**config.mk**
```make
export PLATFORM = sky130hd
export DESIGN_NAME = lsoz_rotator
export DESIGN_NICKNAME = d
export VERILOG_FILES = /design/src/rtl/lsoz_pkg.sv /design/src/rtl/lsoz_cell.sv /design/src/rtl/lsoz_rotator.sv
export SDC_FILE = /design/constraint.sdc
export NUM_CORES = 2
export LEC_CHECK = 0
export ABC_AREA = 1
export BUFFER_PORTS_ARGS = -buffer_cell sky130_fd_sc_hd__buf_2
export CAP_MARGIN = 20
export CORE_UTILIZATION = 70
export DETAILED_ROUTE_END_ITERATION = 12
export HOLD_SLACK_MARGIN = 0.12
export PLACE_DENSITY = 0.84
export SYNTH_ARGS = -nofsm -noshare
export SYNTH_HDL_FRONTEND = slang
export SYNTH_SLANG_ARGS = --single-unit
```
**constraint.sdc**
```tcl
create_clock -name clk -period 8.65 [get_ports clk]
set_input_delay 0.4325 -clock clk [delete_from_list [all_inputs] [get_ports clk]]
set_output_delay 0.4325 -clock clk [all_outputs]
set_load 0.01 [all_outputs]
```
**src/rtl/lsoz_pkg.sv**
```systemverilog
// Shared types and constants for the laser scan obstacle zone block.
`timescale 1ns / 1ps
`default_nettype none

package lsoz_pkg;

  // Range field width and fixed point layout
  localparam int RANGE_BITS   = 16;
  localparam int FRAC         = 4;
  localparam int CORDIC_STEPS = 16;
  localparam int ZW           = 32;                // binary angle width in the rotator
  localparam int XW           = RANGE_BITS + 7;    // rotator x/y: Q.4 plus sign and gain growth
  localparam int PW           = 23;                // point after gain and sensor shift, Q.4
  localparam int D2W          = 2 * PW;            // squared distance, Q.8
  localparam int TW           = 22;                // thresholds, Q.4, unsigned
  localparam int MW           = 32;                // shared multiplier operand width

  // CORDIC gain correction, 0.60725 in Q30
  localparam logic signed [MW-1:0] GAIN_Q30 = 32'sd652032874;
  localparam int GAIN_SHIFT = 30;

  localparam logic [ZW-1:0] QUARTER_TURN = 32'h4000_0000;

  // atan(2^-i) in 2^-32 turn
  localparam logic signed [ZW-1:0] ARC_TABLE [CORDIC_STEPS] = '{
    32'sd536870912, 32'sd316933406, 32'sd167458907, 32'sd85004756,
    32'sd42667331,  32'sd21354465,  32'sd10679838,  32'sd5340245,
    32'sd2670163,   32'sd1335087,   32'sd667544,    32'sd333772,
    32'sd166886,    32'sd83443,     32'sd41722,     32'sd20861
  };

  // Configuration port
  localparam int CFG_AW = 3;
  localparam int CFG_DW = 24;
  localparam logic [CFG_AW-1:0] REG_ANGLE_STEP      = 3'd0;
  localparam logic [CFG_AW-1:0] REG_ANGLE_START     = 3'd1;
  localparam logic [CFG_AW-1:0] REG_SENSOR_X_SHIFT  = 3'd2;
  localparam logic [CFG_AW-1:0] REG_SIDE_HALF_WIDTH = 3'd3;
  localparam logic [CFG_AW-1:0] REG_MARGIN_DISTANCE = 3'd4;
  localparam logic [CFG_AW-1:0] REG_BODY_RADIUS     = 3'd5;

  // Register reset values
  localparam logic [22:0]        ANGLE_STEP_RST      = 23'd0;
  localparam logic signed [23:0] ANGLE_START_RST     = -24'sd6328339;
  localparam logic signed [15:0] SENSOR_X_SHIFT_RST  = 16'sd130;
  localparam logic [15:0]        SIDE_HALF_WIDTH_RST = 16'd80;
  localparam logic [15:0]        MARGIN_DISTANCE_RST = 16'd100;
  localparam logic [15:0]        BODY_RADIUS_RST     = 16'd120;

  typedef struct packed {
    logic [RANGE_BITS-1:0] range_mm;
    logic                  range_ok;
    logic                  scan_end;
  } in_item_t;

  typedef struct packed {
    logic near_left;
    logic near_front;
    logic near_right;
    logic approaching_front;
  } out_item_t;

  // Per-sample control handed from the front end to the zone sequencer
  typedef struct packed {
    logic range_ok;
    logic scan_end;
  } item_ctl_t;

  // Zone geometry registers
  typedef struct packed {
    logic signed [15:0] sensor_x_shift;
    logic [15:0]        side_half_width;
    logic [15:0]        margin_distance;
    logic [15:0]        body_radius;
  } zone_cfg_t;

  // One vector moving along the rotator cells
  typedef struct packed {
    logic signed [XW-1:0] x;
    logic signed [XW-1:0] y;
    logic signed [ZW-1:0] z;
  } rot_t;

  typedef enum logic [3:0] {
    ZS_IDLE,
    ZS_ROT,
    ZS_GX,
    ZS_GY,
    ZS_SX,
    ZS_SY,
    ZS_TB,
    ZS_TH,
    ZS_T1,
    ZS_T2,
    ZS_UPD
  } zone_state_t;

endpackage

`default_nettype wire

```
**src/rtl/lsoz_cell.sv**
```systemverilog
// One CORDIC micro-rotation cell with a fixed shift.
`timescale 1ns / 1ps
`default_nettype none

module lsoz_cell
  import lsoz_pkg::*;
#(
  parameter int IDX = 0
) (
  input  wire logic clk,
  input  wire logic rst_n,
  input  wire logic vld_in,
  input  wire rot_t vec_in,
  output logic      vld_out,
  output rot_t      vec_out
);

  logic signed [XW-1:0] dx;
  logic signed [XW-1:0] dy;
  rot_t                 vec_nxt;
  logic                 vld_r;
  rot_t                 vec_r;

  assign dx = vec_in.y >>> IDX;
  assign dy = vec_in.x >>> IDX;

  always_comb begin
    if (!vec_in.z[ZW-1]) begin
      vec_nxt.x = vec_in.x - dx;
      vec_nxt.y = vec_in.y + dy;
      vec_nxt.z = vec_in.z - ARC_TABLE[IDX];
    end else begin
      vec_nxt.x = vec_in.x + dx;
      vec_nxt.y = vec_in.y - dy;
      vec_nxt.z = vec_in.z + ARC_TABLE[IDX];
    end
  end

  always_ff @(posedge clk) begin
    if (!rst_n) begin
      vld_r <= 1'b0;
    end else begin
      vld_r <= vld_in;
    end
  end

  // data moves every cycle, valid tags it
  always_ff @(posedge clk) begin
    vec_r <= vec_nxt;
  end

  assign vld_out = vld_r;
  assign vec_out = vec_r;

endmodule

`default_nettype wire

```
**src/rtl/lsoz_rotator.sv**
```systemverilog
// Quadrant fold and row of CORDIC cells turning a range into x and y.
`timescale 1ns / 1ps
`default_nettype none

module lsoz_rotator
  import lsoz_pkg::*;
(
  input  wire logic                  clk,
  input  wire logic                  rst_n,
  input  wire logic                  start,
  input  wire logic [RANGE_BITS-1:0] range_mm,
  input  wire logic [ZW-1:0]         bin_angle,
  output logic                       vld_out,
  output rot_t                       vec_out
);

  logic [ZW-1:0]        ang_sum;
  logic                 fold;
  logic signed [XW-1:0] r_q4;
  rot_t                 entry;

  logic                 vld_c [CORDIC_STEPS+1];
  rot_t                 vec_c [CORDIC_STEPS+1];

  // angles in the left half plane start from (-r, 0), turned by half a turn
  assign ang_sum = bin_angle + QUARTER_TURN;
  assign fold    = ang_sum[ZW-1];
  assign r_q4    = $signed(XW'({range_mm, 4'b0000}));

  always_comb begin
    entry.x = fold ? -r_q4 : r_q4;
    entry.y = '0;
    entry.z = $signed({bin_angle[ZW-1] ^ fold, bin_angle[ZW-2:0]});
  end

  assign vld_c[0] = start;
  assign vec_c[0] = entry;

  for (genvar i = 0; i < CORDIC_STEPS; i++) begin : g_cell
    lsoz_cell #(
      .IDX(i)
    ) u_cell (
      .clk    (clk),
      .rst_n  (rst_n),
      .vld_in (vld_c[i]),
      .vec_in (vec_c[i]),
      .vld_out(vld_c[i+1]),
      .vec_out(vec_c[i+1])
    );
  end

  assign vld_out = vld_c[CORDIC_STEPS];
  assign vec_out = vec_c[CORDIC_STEPS];

endmodule

`default_nettype wire

```
==> summary.txt <==
Timing
  – Worst-margin pin slew: just over 0.9 ns
  – RSZ-0062 raised after global routing: no
  – Setup TNS: 0 ns
  – Max-slew violations: 0
  – Clock Skew: 0.03310 ns
  – Number of setup violations in the final report: 0
  – Minimum clock period: about 4.2 ns
  – Fmax achieved: between 0.2 and 0.25 GHz
  – Tcrit/Tclk final: 48.87%
  – Relative slew slack: 38.45%
  – Final Hold Fails: 0

Routing
  – DR iter-0 viols: ~10000
  – Highest metal used: met5
  – Antenna Nets Post-Route: 0
  – Vias per inst: a little over 6
  – Pre-antenna DRT Iters: 10
  – Wire length on met1: roughly 120000 um
  – Met2 wire len: roughly 120000 um
  – Met3 routed WL: 29220 um
  – Overall routed net length: roughly 290000 um
  – Vias: 93240
  – Drt drc: 0
  – Drt wl/cell: between 15 and 20 um

Floorplanning
  – Die Area: about 140000 um2
  – Core area: around 130000 um2
  – Num ports: 130
  – FP Rows: between 100 and 150
  – Die Width: between 300 and 400 um
  – Initial Utilization: 70.77%
  – Die H: 370.0 um

Setup path
  – Ordered list of cells on the worst path: buf_4, clkinv_1, buf_4, nor2_1, nor2_1, nand2_1, nand2_1, ha_1, nand2_1, nor2_1, a211oi_1, nand2_1, nand2_1, nand2_1, xor2_1
  – Launch point of the critical path: g_cell[7].u_cell.vec_out[31]
  – Worst Path Max Fanout: 35
  – Register-to-Register Path Depth: 15
  – Largest stage delay, worst path: 0.89 ns
  – Reg2reg end: g_cell[8].u_cell.vec_out[74]
  – Crit. path cell count: 15
  – CP bufs+invs: 3
  – Data required, critical path: about 9.3 ns
  – Critical Path Most Common Cell: nand2_1
  – Crit path capture: g_cell[8].u_cell.vec_out[74]
  – FF-to-FF setup slack: 4.42 ns
  – Critical path's top delay family: buffers and inverters
  – Critical Path Sink Type: flip-flop
  – Crit path DAT: 4.88 ns
  – Slowest-stage cell, CP: clkinv_1
  – Critical path class: reg2reg
  – Worst setup SP type: flip-flop
  – Critical R2R Launch: g_cell[7].u_cell.vec_out[31]

Run status
  – Run status: finished clean

GRT
  – First-pass GRT wire length: about 450000 um
  – Vias in the first global route: about 89000
  – Largest net degree at the start of global routing: 48
  – Initial antenna violation count: 5
  – Total track usage: approximately two fifths
  – Total grt overflow: 0

Yosys
  – Ranking of synthesized cells by area: dfxtp_1, ha_1, nand2_1
  – Netlist Area Pre-Place: between 90000 and 100000 um2
  – Cell count after synthesis: between 10000 and 15000
  – Asr flop ratio synth: 0%
  – Register area share after synthesis: between 20% and 30%
  – Synth cell types: between 50 and 60
  – Cell taking the most area after synthesis: dfxtp_1
  – Synth warn: 0
  – Top FF cell, synth: dfxtp_1
  – Post-synth EDFFs: 0
  – Yosys reg bits: roughly 1200
  – Syn Area/Cell: ~7.2 um2
  – Synthesized net count: roughly 14000
  – Top cell type's share of synthesized area: about a quarter

Layout
  – Fillers: slightly below 10000
  – Synth-to-Final Area Change: 8.775%
  – Final nets: ~15000
  – Layout cell share with drive strength beyond 1: 3.416%

Hold path
  – Min-Delay Path Class: in2reg
  – Hold Startpoint: bin_angle[30]

Run
  – Max-cap violations: 0

Placed design
  – Port Buffers: about 130
  – Final HPWL DP: roughly 220000 um
  – GP Congestion: between 1 and 1.5

Clock network
  – Worst-path clk slew: about 0.060 ns
  – # Post-CTS Setup Buffers: 0
  – Worst-Skew Late Latency: 0.78 ns
  – H-tree depth: 4
  – Root buffer cell: clkbuf_16
  – CTS tree: done
  – Clock Path Buffers: 3
  – Clock Sink Count: ~1200
  – Num CTS Buffers: 138
[area by class of cell]
class | count | area (um2) | area share (%)
sequential | 1245 | 24920 | 24.17
tap | 1768 | 2212 | 2.145
multi-input combinational | 10400 | 64260 | 62.31
clock buffer | 173 | 3901 | 3.783
timing repair buffer | 209 | 1386 | 1.344
antenna | 2 | 5.005 | 0.004853
clock inverter | 76 | 1086 | 1.053
inverter | 1426 | 5353 | 5.190
[through the flow]
step	instances	util, %	setup slack [ns]	cell area (um2)	hold WS (ns)
after floorplan	13130	-	5.160	94800	0.3096
after global placement	14990	72.86	4.639	97610	0.3128
after detailed placement	14990	72.87	4.553	97610	0.3121
after CTS	15290	76.96	4.517	103100	0.1425
after global routing	15290	76.98	4.140	103100	0.1990
final	15290	76.98	4.422	103100	0.2057
[worst reg2reg max path, stage by stage (launching register included)]
cell	delay (ns)
dfxtp_1	0.30
buf_4	0.45
clkinv_1	0.90
buf_4	0.52
nor2_1	0.32
nor2_1	0.09
nand2_1	0.19
nand2_1	0.09
ha_1	0.35
nand2_1	0.17
nor2_1	0.08
a211oi_1	0.24
nand2_1	0.13
nand2_1	0.07
nand2_1	0.06
xor2_1	0.14
[cells in the final DEF, fill, tap and decap left out, types with 7 or more instances in the layout]
| cell | netlist | final |
|---|---|---|
| a211oi_1 | 37 | 37 |
| a21boi_0 | 56 | 56 |
| a21o_1 | 134 | 134 |
| a21oi_1 | 1279 | 1279 |
| a221oi_1 | 7 | 7 |
| a31oi_1 | 146 | 146 |
| buf_2 | 1 | 130 |
| buf_4 | 0 | 29 |
| bufinv_16 | 0 | 22 |
| clkbuf_1 | 55 | 9 |
| clkbuf_16 | 0 | 143 |
| clkbuf_8 | 0 | 21 |
| clkinv_1 | 7 | 7 |
| clkinv_2 | 0 | 16 |
| clkinv_4 | 0 | 10 |
| clkinvlp_4 | 0 | 11 |
| dfxtp_1 | 1245 | 1245 |
| dlygate4sd3_1 | 0 | 49 |
| fa_1 | 44 | 44 |
| ha_1 | 1238 | 1238 |
| inv_1 | 1415 | 1415 |
| inv_6 | 0 | 14 |
| nand2_1 | 2643 | 2643 |
| nand2_2 | 12 | 12 |
| nand3_1 | 555 | 555 |
| nand3b_1 | 27 | 27 |
| nand4_1 | 117 | 117 |
| nor2_1 | 1297 | 1297 |
| nor3_1 | 224 | 224 |
| nor4_1 | 64 | 64 |
| o211ai_1 | 51 | 51 |
| o21a_1 | 61 | 61 |
| o21ai_0 | 778 | 778 |
| o21ai_1 | 10 | 10 |
| o21bai_1 | 77 | 77 |
| o31ai_1 | 54 | 54 |
| or2_2 | 27 | 27 |
| xnor2_1 | 360 | 360 |
| xor2_1 | 1038 | 1038 |
[cells in the mapped netlist (12+ instances only)]
master / n
a211oi_1: 37
nand4_1: 117
o211ai_1: 51
ha_1: 1238
inv_1: 1415
a21oi_1: 1279
nor3_1: 224
nor4_1: 64
dfxtp_1: 1245
o21bai_1: 77
o21ai_0: 778
nand2_2: 12
a21o_1: 134
o21a_1: 61
a21boi_0: 56
xor2_1: 1038
xnor2_1: 360
nand3_1: 555
nor2_1: 1297
fa_1: 44
a31oi_1: 146
o31ai_1: 54
nand3b_1: 27
nand2_1: 2643
clkbuf_1: 55
or2_2: 27
[logic make-up after synthesis]
| kind of cell | synth area share [%] |
|---|---|
| xor gates and xnor gates | 12.92 |
| DFF | 26.29 |
| AOI/OAI and AO/OA | 15.99 |
| adders and majority gates | 17.27 |
| buffers and inverters | 5.932 |
| and+or+nand+nor | 21.61 |
[sequential cells by signal, indices dropped and copies added, names as in the netlist]
register and cells:
g_cell.u_cell.vec_out 1229, g_cell.u_cell.vld_out 16
[per-layer routing]
layer / global-route usage (%) / vias to the layer above
met2: 63.68 / 5065
met4: 18.05 / 4
met5: 0 / -
met3: 8.242 / 1102
li1: - / 44510
met1: 53.27 / 42550
[how the worst min path moves through the flow]
stage | to | depth (start not counted)
after CTS | g_cell[0].u_cell.vec_out[48] | 3
after global placement | g_cell[3].u_cell.vec_out[0] | 0
final | g_cell[0].u_cell.vec_out[48] | 3
after detailed placement | g_cell[11].u_cell.vec_out[1] | 0
after floorplan | g_cell[10].u_cell.vec_out[0] | 0
after global routing | g_cell[0].u_cell.vec_out[48] | 3
[timing repair]
item                      in CTS  in global routing
hold endpoints to repair      73                  0
hold buffers                  49                  0
gates resized for setup        0                  0
Power is left out: the tool's default activity adds up to more than one toggle a clock period on the data nets, which glitch-free logic cannot reach.
